`src/rtl/xat_pkg.sv`:
```
`default_nettype none
// ----------------------------------------------------------------------------
// xat_pkg
// Shared constants and types for the start-tag attribute tokenizer.
// ----------------------------------------------------------------------------
package xat_pkg;

	localparam int unsigned MaxTagBytes = 4096;
	localparam int unsigned PosW        = 12;

	typedef logic [PosW-1:0] pos_t;

	localparam pos_t PosCap = ((MaxTagBytes - 1) < 4095) ? PosW'(MaxTagBytes - 1)
	                                                       : PosW'(4095);

	localparam logic [7:0] ChGt    = 8'h3E;
	localparam logic [7:0] ChSlash = 8'h2F;
	localparam logic [7:0] ChEq    = 8'h3D;
	localparam logic [7:0] ChDq    = 8'h22;
	localparam logic [7:0] ChSq    = 8'h27;
	localparam logic [7:0] ChTab   = 8'h09;
	localparam logic [7:0] ChLf    = 8'h0A;
	localparam logic [7:0] ChCr    = 8'h0D;
	localparam logic [7:0] ChSp    = 8'h20;

	localparam logic [2:0] PhFirst = 3'd0;
	localparam logic [2:0] PhElem  = 3'd1;
	localparam logic [2:0] PhGap   = 3'd2;
	localparam logic [2:0] PhName  = 3'd3;
	localparam logic [2:0] PhEq    = 3'd4;
	localparam logic [2:0] PhValue = 3'd5;
	localparam logic [2:0] PhDone  = 3'd6;

	localparam logic KindAttr = 1'b0;
	localparam logic KindEnd  = 1'b1;

	typedef struct packed {
		logic item_kind;
		pos_t name_begin;
		pos_t name_stop;
		pos_t value_begin;
		pos_t value_stop;
		logic size_overflow;
		logic run_last;
	} res_t;

endpackage
`default_nettype wire

```
`src/rtl/xat_scan.sv`:
```
`default_nettype none
// ----------------------------------------------------------------------------
// xat_scan
// Per-byte tag scanner: tracks phase and offsets, forms up to two results.
// ----------------------------------------------------------------------------
module xat_scan (
	input  wire               clk,
	input  wire               arst_n,
	input  wire               take,
	input  wire  [7:0]        tag_byte,
	input  wire               tag_last,
	output logic [1:0]        push_n,
	output xat_pkg::res_t     res_a,
	output xat_pkg::res_t     res_b
);
	import xat_pkg::*;

	logic [2:0] phase_q, phase_d;
	pos_t       pos_q, pos_d;
	pos_t       nstart_q, nstart_d;
	pos_t       nend_q, nend_d;
	pos_t       vstart_q, vstart_d;
	logic       qsingle_q, qsingle_d;
	logic       ovf_q, ovf_d;
	logic       cap_q, cap_d;

	pos_t       p;
	logic       is_sp;
	logic       is_stop;
	logic       emit;
	res_t       attr;
	res_t       mark;

	always_comb begin
		p       = cap_q ? PosCap : pos_q;
		ovf_d   = ovf_q | cap_q;
		is_sp   = tag_byte inside {ChSp, ChTab, ChLf, ChCr};
		is_stop = (tag_byte == ChGt) || (tag_byte == ChSlash);
		phase_d   = phase_q;
		nstart_d  = nstart_q;
		nend_d    = nend_q;
		vstart_d  = vstart_q;
		qsingle_d = qsingle_q;
		emit      = 1'b0;

		case (phase_q)
			PhFirst: phase_d = PhElem;
			PhElem: begin
				if (is_stop) phase_d = PhDone;
				else if (is_sp) phase_d = PhGap;
			end
			PhGap: begin
				if (is_stop) begin
					phase_d = PhDone;
				end else if (!is_sp) begin
					nstart_d = p;
					if (tag_byte == ChEq) begin
						nend_d  = p;
						phase_d = PhEq;
					end else begin
						phase_d = PhName;
					end
				end
			end
			PhName: begin
				if (tag_byte == ChEq) begin
					nend_d  = p;
					phase_d = PhEq;
				end else if (tag_byte == ChGt || is_sp) begin
					nend_d  = p;
					phase_d = PhGap;
				end
			end
			PhEq: begin
				if (tag_byte == ChDq || tag_byte == ChSq) begin
					qsingle_d = (tag_byte == ChSq);
					vstart_d  = (p < PosCap) ? pos_t'(p + pos_t'(1)) : PosCap;
					phase_d   = PhValue;
				end else begin
					phase_d = PhGap;
				end
			end
			PhValue: begin
				if (tag_byte == (qsingle_q ? ChSq : ChDq)) begin
					emit    = (nend_q > nstart_q);
					phase_d = PhGap;
				end
			end
			default: phase_d = phase_q;
		endcase

		cap_d = cap_q;
		pos_d = pos_q;
		if (p >= PosCap) cap_d = 1'b1;
		else pos_d = pos_t'(p + pos_t'(1));

		attr = '{item_kind: KindAttr, name_begin: nstart_q, name_stop: nend_q,
		         value_begin: vstart_q, value_stop: p, size_overflow: ovf_d,
		         run_last: 1'b0};
		mark = '{item_kind: KindEnd, name_begin: '0, name_stop: '0,
		         value_begin: '0, value_stop: '0, size_overflow: ovf_d,
		         run_last: 1'b1};

		res_a  = emit ? attr : mark;
		res_b  = mark;
		push_n = take ? (2'(emit) + 2'(tag_last)) : 2'd0;
	end

	always_ff @(posedge clk or negedge arst_n) begin
		if (!arst_n) begin
			phase_q   <= PhFirst;
			pos_q     <= '0;
			nstart_q  <= '0;
			nend_q    <= '0;
			vstart_q  <= '0;
			qsingle_q <= 1'b0;
			ovf_q     <= 1'b0;
			cap_q     <= 1'b0;
		end else if (take) begin
			if (tag_last) begin
				phase_q   <= PhFirst;
				pos_q     <= '0;
				nstart_q  <= '0;
				nend_q    <= '0;
				vstart_q  <= '0;
				qsingle_q <= 1'b0;
				ovf_q     <= 1'b0;
				cap_q     <= 1'b0;
			end else begin
				phase_q   <= phase_d;
				pos_q     <= pos_d;
				nstart_q  <= nstart_d;
				nend_q    <= nend_d;
				vstart_q  <= vstart_d;
				qsingle_q <= qsingle_d;
				ovf_q     <= ovf_d;
				cap_q     <= cap_d;
			end
		end
	end

endmodule
`default_nettype wire

```
`src/rtl/xat_res_queue.sv`:
```
`default_nettype none
// ----------------------------------------------------------------------------
// xat_res_queue
// Four-entry result queue: takes up to two results a cycle, releases one.
// ----------------------------------------------------------------------------
module xat_res_queue (
	input  wire               clk,
	input  wire               arst_n,
	input  wire  [1:0]        push_n,
	input  wire xat_pkg::res_t wdata_a,
	input  wire xat_pkg::res_t wdata_b,
	output logic              room,
	output logic              head_valid,
	input  wire               head_ready,
	output xat_pkg::res_t     head
);
	import xat_pkg::*;

	res_t       mem_q [4];
	logic [1:0] wr_ptr_q;
	logic [1:0] rd_ptr_q;
	logic [2:0] count_q;
	logic       pop;

	assign room       = (count_q <= 3'd2);
	assign head_valid = (count_q != 3'd0);
	assign head       = mem_q[rd_ptr_q];
	assign pop        = head_valid & head_ready;

	always_ff @(posedge clk) begin
		if (push_n != 2'd0) mem_q[wr_ptr_q] <= wdata_a;
		if (push_n == 2'd2) mem_q[2'(wr_ptr_q + 2'd1)] <= wdata_b;
	end

	always_ff @(posedge clk or negedge arst_n) begin
		if (!arst_n) begin
			wr_ptr_q <= '0;
			rd_ptr_q <= '0;
			count_q  <= '0;
		end else begin
			wr_ptr_q <= 2'(wr_ptr_q + push_n);
			if (pop) rd_ptr_q <= 2'(rd_ptr_q + 2'd1);
			count_q <= 3'(count_q + 3'(push_n) - 3'(pop));
		end
	end

endmodule
`default_nettype wire

```
`src/rtl/xml_attribute_tokenizer_core.sv`:
```
`default_nettype none
// ----------------------------------------------------------------------------
// xml_attribute_tokenizer_core
// Streams one XML start tag a byte per transaction and reports the offsets of
// each quoted attribute with a non-empty name, then an end-of-tag marker.
// ----------------------------------------------------------------------------
// One byte is taken per cycle while the queue has room. Each byte updates
// the scan state and pushes zero, one or two results (an attribute on its
// closing quote, the end marker on the last byte) into a four-entry result
// queue that drains one result per cycle while out_ready is high. Input is
// held off only while the queue has fewer than two free entries, so the
// sustained rate is one byte per cycle as long as results are taken.
// Offsets saturate at the tag size limit with size_overflow set.
module xml_attribute_tokenizer_core (
	input  wire                clk,
	input  wire                arst_n,
	input  wire                in_valid,
	output logic               in_ready,
	input  wire  [7:0]         tag_byte,
	input  wire                tag_last,
	output logic               out_valid,
	input  wire                out_ready,
	output logic               item_kind,
	output xat_pkg::pos_t      name_begin,
	output xat_pkg::pos_t      name_stop,
	output xat_pkg::pos_t      value_begin,
	output xat_pkg::pos_t      value_stop,
	output logic               size_overflow,
	output logic               run_last
);
	import xat_pkg::*;

	logic       take;
	logic [1:0] push_n;
	res_t       res_a;
	res_t       res_b;
	res_t       head;

	assign take = in_valid & in_ready;

	xat_scan u_scan (
		.clk      (clk),
		.arst_n   (arst_n),
		.take     (take),
		.tag_byte (tag_byte),
		.tag_last (tag_last),
		.push_n   (push_n),
		.res_a    (res_a),
		.res_b    (res_b)
	);

	xat_res_queue u_queue (
		.clk        (clk),
		.arst_n     (arst_n),
		.push_n     (push_n),
		.wdata_a    (res_a),
		.wdata_b    (res_b),
		.room       (in_ready),
		.head_valid (out_valid),
		.head_ready (out_ready),
		.head       (head)
	);

	assign item_kind     = head.item_kind;
	assign name_begin    = head.name_begin;
	assign name_stop     = head.name_stop;
	assign value_begin   = head.value_begin;
	assign value_stop    = head.value_stop;
	assign size_overflow = head.size_overflow;
	assign run_last      = head.run_last;

endmodule
`default_nettype wire
```
`config.mk`:
```
export PLATFORM = sky130hd
export DESIGN_NAME = xml_attribute_tokenizer_core
export DESIGN_NICKNAME = d
export VERILOG_FILES = /design/src/rtl/xat_pkg.sv /design/src/rtl/xat_scan.sv /design/src/rtl/xat_res_queue.sv /design/src/rtl/xml_attribute_tokenizer_core.sv
export SDC_FILE = /design/constraint.sdc
export NUM_CORES = 1
export LEC_CHECK = 0
export ABC_AREA = 1
export BUFFER_PORTS_ARGS = -buffer_cell sky130_fd_sc_hd__buf_2
export CORE_UTILIZATION = 40
export CTS_CLUSTER_SIZE = 24
export DETAILED_ROUTE_END_ITERATION = 7
export SLEW_MARGIN = 20
export SYNTH_ARGS = -nofsm -noshare
export SYNTH_HDL_FRONTEND = slang
export SYNTH_HIERARCHICAL = 1
export SYNTH_SLANG_ARGS = --single-unit
```
`constraint.sdc`:
```
create_clock -name clk -period 4.99 [get_ports clk]
set_input_delay 0.7485 -clock clk [delete_from_list [all_inputs] [get_ports clk]]
set_output_delay 0.7485 -clock clk [all_outputs]
set_load 0.005 [all_outputs]
```
* Word level (Yosys, flattened, before mapping)
Memories as Yosys holds them, arrays and structs flattened.
Index checks and enable logic that the tools add are counted.
** Cells by class
- $lt $le $gt $ge :: 4
- Eq/ne operators :: 26
- Muxes and demuxes :: 44
- Bitwise operators :: 3
- Reductions and logical operators :: 19
- Add/sub/neg operators :: 7
** Operator list (count)
- $mux W12 :: 17
- $mux W51 :: 1
- $eq A8 B6 Y1 const B :: 6
- $mux W3 :: 11
- $eq A8 B4 Y1 const B :: 3
- $pmux W12 S2 :: 1
- $pmux W3 S6 :: 1
- $add A12 B1 Y12 const B :: 1
- $ge A12 B12 Y1 const B :: 1
- $gt A12 B12 Y1 :: 1
- $lt A12 B12 Y1 const B :: 1
- $mux W1 :: 12
- $reduce_and A6 Y1 :: 2
- $reduce_bool A2 Y1 :: 5
- $eq A8 B8 Y1 :: 1
- $ne A4 B2 Y1 const B :: 2
- $reduce_bool A7 Y1 :: 1
- $eq A3 B2 Y1 const B :: 2
- $eq A3 B3 Y1 const B :: 2
- $ne A2 B2 Y1 const B :: 3
- $ne A3 B2 Y1 const B :: 2
- $ne A3 B3 Y1 const B :: 2
- $reduce_bool A3 Y1 :: 2
- $add A2 B1 Y2 const B :: 2
- other kinds (17) :: 21
** Word-level totals
- Word-level logic and storage cells :: 115
- Output and inout port bits :: 53
- Bits of input ports :: 13
- Memories kept :: 1
- Memory bits (writable) :: 204
- Register bits after elaboration :: 61
** Memory list
- u_queue.mem_q :: words 4, bits a word 51, read ports 1, clocked after memory_dff 0, write ports 2, line xat_res_queue.sv:19 : res_t mem_q [4];

* Depth between registers and ports, before layout
- Depth in word-level cells :: 9
- Depth in mapped cells :: 22
- Depth with buffers taken out :: 19

* Cells and area by module
The synthesis kept the hierarchy.
** By module, submodules not included
- xat_res_queue :: times used 1, sequential area each 6301.0 µm², cells an instance 1386, area each 11232.0 µm²
- xat_scan :: times used 1, sequential area each 1351.3 µm², cells an instance 570, area each 3988.8 µm²
- xml_attribute_tokenizer_core :: times used 1, sequential area each 0.0 µm², cells an instance 2, area each 7.5 µm²

* Worst setup path after synthesis
No wires, ideal clock.
- Path kind :: input to register
- Start :: in tag_byte[4]
- End :: mem u_queue/mem_q[1][0] (netlist bit) (enable)
- Path buffers :: 3
- Data arrival time :: 3.710 ns
- Setup time :: 0.410 ns
- Data required time :: 4.580 ns
- Setup slack :: 0.871 ns
- Stages on the path :: 18
- Cells stage by stage :: inv_1 > nand2_1 > nor2_2 > nand3_1 > nor3_1 > nand2_1 > buf_2 > inv_1 > ha_1 > nand2_1 > inv_1 > inv_1 > nand2_1 > inv_2 > buf_4 > nand2_2 > buf_2 > nand2_1
** RTL lines
- start, declared :: line xml_attribute_tokenizer_core.sv:19 : input wire [7:0] tag_byte,
- end, declared :: line xat_res_queue.sv:19

==> run summary <==
Outcome: completed
Fin. max-slew vios: 0
Post-route ant nets: 0
Hold buffers post-CTS: 0
Lkg Pwr: 7.69 nW
Seq/Total Area, Yosys: 50.3%
Final Hold Viols: 0
Slowest stage cell, crit path: nand2_2
Unique cell type count in the Yosys netlist: 39
Final Cycle Share: 69.6%
WL/cell: 16.5 um
Fin Setup TNS: 0 ns
Rows: 71
Largest net degree at the start of global routing: 88
Die Area: 38900 sq um
Post-DP HPWL: 25400 um
Min Hold Slack: 0.357 ns
CTS H-tree lvls: 1
CP Capture Type: flip-flop
Initial Utilization: 40.5%
PD cells: 454 nW/um^2
# setup viols final: 0
Filler cells: 3671
Clock skew: 0.0221 ns
Max incr delay on CP: 0.52 ns
Iter 0 DRT Violations: 1146
RSZ-0062 raised after global routing: false
GRT Util Overall: 21.4%
Synth warnings: 6
CTS buffer count: 30
Worst-skew pair later-pin latency: 0.57 ns
Post-Synthesis Cells: 1958
Pre-CTS WS: 1.34 ns
Total wire length: 41100 um
Clk buf depth: 3
Die extent in y: 197 um
Synth top area share: 40.2%
CP max FO: 20
Worst path cell trace: inv_1 > ha_1 > nand2_1 > nor2_1 > nand2_1 > nor3b_1 > nor3_1 > nand2_2 > inv_1 > ha_1 > nand2_1 > inv_1 > inv_1 > nand2_1 > inv_4 > nand2_2 > nand2_2 > buf_4
Drt first pass iters: 5
N_diodes: 0
Slew HR: 34.4%
Worst setup margin: 1.52 ns
Area grow syn2layout: 10.0%
HP Class: in -> async
Clock transition at path regs: 0.06 ns
Core Region: 37600 sq um
# port buffers: 65
Placer congestion estimate: 0.803
Vias in the first global route: 12100
Cells on worst reg2reg path: 18
Most frequent cells in the layout: nand2_1 (748), nor2_1 (218), edfxtp_1 (204), nand3_1 (174), inv_1 (135)
Mean Syn Cell Area: 7.78 sq um
First-pass GRT wire length: 64800 um
WS Path Type: reg -> reg
CTS sink count: 265
Type of origin of the critical path: flip-flop
CTS tree: done
Ranking of synthesized cells by area: edfxtp_1 (40%), nand2_1 (19%), dfrtp_1 (10%)
Fmax: 288 MHz
Worst EP arrival: 3.72 ns
Req. time, crit path: 5.24 ns
Worst Tran Pin Value: 0.984 ns
Antenna violations before repair: 0
Final min period: 3.47 ns
Post-synth top area cell: edfxtp_1
VDD IR max: 326 uV
Vias: 12500
CTS root buffer: clkbuf_16
Flops & latches, synth: 265
Cts repair resizes: 0
Die span in x: 197 um
Design Area, Final: 16800 sq um
Synthesized area: 15200 sq um
Setup Fix Bufs, Post-CTS: 0
Layout cells sized above 1: 9.76%
Max cap viols: 0
Area post-placement: 15700 sq um
IO Count: 66
Most common cell after layout, fill and taps aside: nand2_1
DRC Markers: 0
Nets: 1996
Vias per cell: 5.00
Grt total ovfl: 0
[kinds of logic (layout without fill, tap and decap cells)]
logic type	Yosys count	after routing	share of synthesized area, %
XOR/XNOR	1	1	0.0575
adder cells (fa/ha/maj)	19	19	1.61
flip-flops	265	265	50.3
other	2	50	0.0493
buffers and inverters	304	286	9.84
AND/OR/NAND/NOR	1190	1190	31.9
AO/OA/AOI/OAI	177	177	6.26
[worst max-delay path, delay by kind of cell, from the launching register on]
family                   cells  cell delay, ns
AND/OR/NAND/NOR             10            1.54
buffers and inverters        6            0.73
adder cells (fa/ha/maj)      2            0.55
flip-flops                   1            0.33
[synth_stat cells (all sizes together)]
master	count
a211oi	1
dfrtp	61
nand3b	4
o31ai	1
xnor2	1
clkbuf	25
nor3b	1
conb	2
inv	141
a21oi	17
o211ai	2
or2	1
nor2	232
edfxtp	204
nor3	5
o21ai	149
nand3	175
fa	1
a31oi	7
ha	18
buf	138
nand4	4
nand2	768
[path summary, 6_finish.rpt]
check                              startpoint             endpoint  slack, ns
min in group clk                    out_ready  u_queue/rd_ptr_q[0]       0.46
max in group asynchronous              arst_n  u_queue/rd_ptr_q[0]       3.99
setup / recovery           u_scan/nstart_q[7]  u_queue/mem_q[3][4]       1.52
hold reg to reg               u_scan/pos_q[2]      u_scan/pos_q[2]       0.48
setup reg to reg           u_scan/nstart_q[7]  u_queue/mem_q[3][4]       1.52
hold / removal                         arst_n   u_scan/vstart_q[5]       0.36
[stage by stage]
| stage | util [%] | cells | total power [mW] |
|---|---|---|---|
| after CTS | 44.6 | 2499 | 7.66 |
| after global routing | 44.6 | 2499 | 8.07 |
| after detailed placement | 41.7 | 2443 | 5.30 |
| after global placement | 41.7 | 2443 | 5.28 |
| after floorplan | - | 2006 | 4.41 |
| final | 44.6 | 2499 | 7.60 |
[layout make-up]
class	instances	area, sq um	share of cell area, %
Timing Repair Buffer	89	568	3.39
Tap cell	511	639	3.82
Clock inverter	17	193	1.15
Clock buffer	39	887	5.29
Inverter	141	533	3.18
Sequential cell	265	7660	45.7
Multi-Input combinational cell	1437	6280	37.5
[power by group]
group | total, mW | internal [mW] | switching [mW] | leakage [nW]
combinational | 2.40 | 0.744 | 1.65 | 4.53
clock | 2.35 | 1.45 | 0.898 | 0.536
sequential | 2.85 | 2.61 | 0.241 | 2.63
total | 7.60 | 4.81 | 2.79 | 7.69
[state kept, by name, indices dropped and copies added (netlist names), 2 cells and up]
name	cells
u_queue/mem_q	204
u_scan/nend_q	12
u_scan/nstart_q	12
u_scan/pos_q	12
u_scan/vstart_q	12
u_queue/count_q	3
u_scan/phase_q	3
u_queue/rd_ptr_q	2
u_queue/wr_ptr_q	2
[metal layers]
metal  GRT usage (%)  wire length, um
met5               0                0
met4            7.09              949
met3            2.83             3000
met2            36.7            19500
met1            27.7            17600
Power figures use the tool's default switching activity.
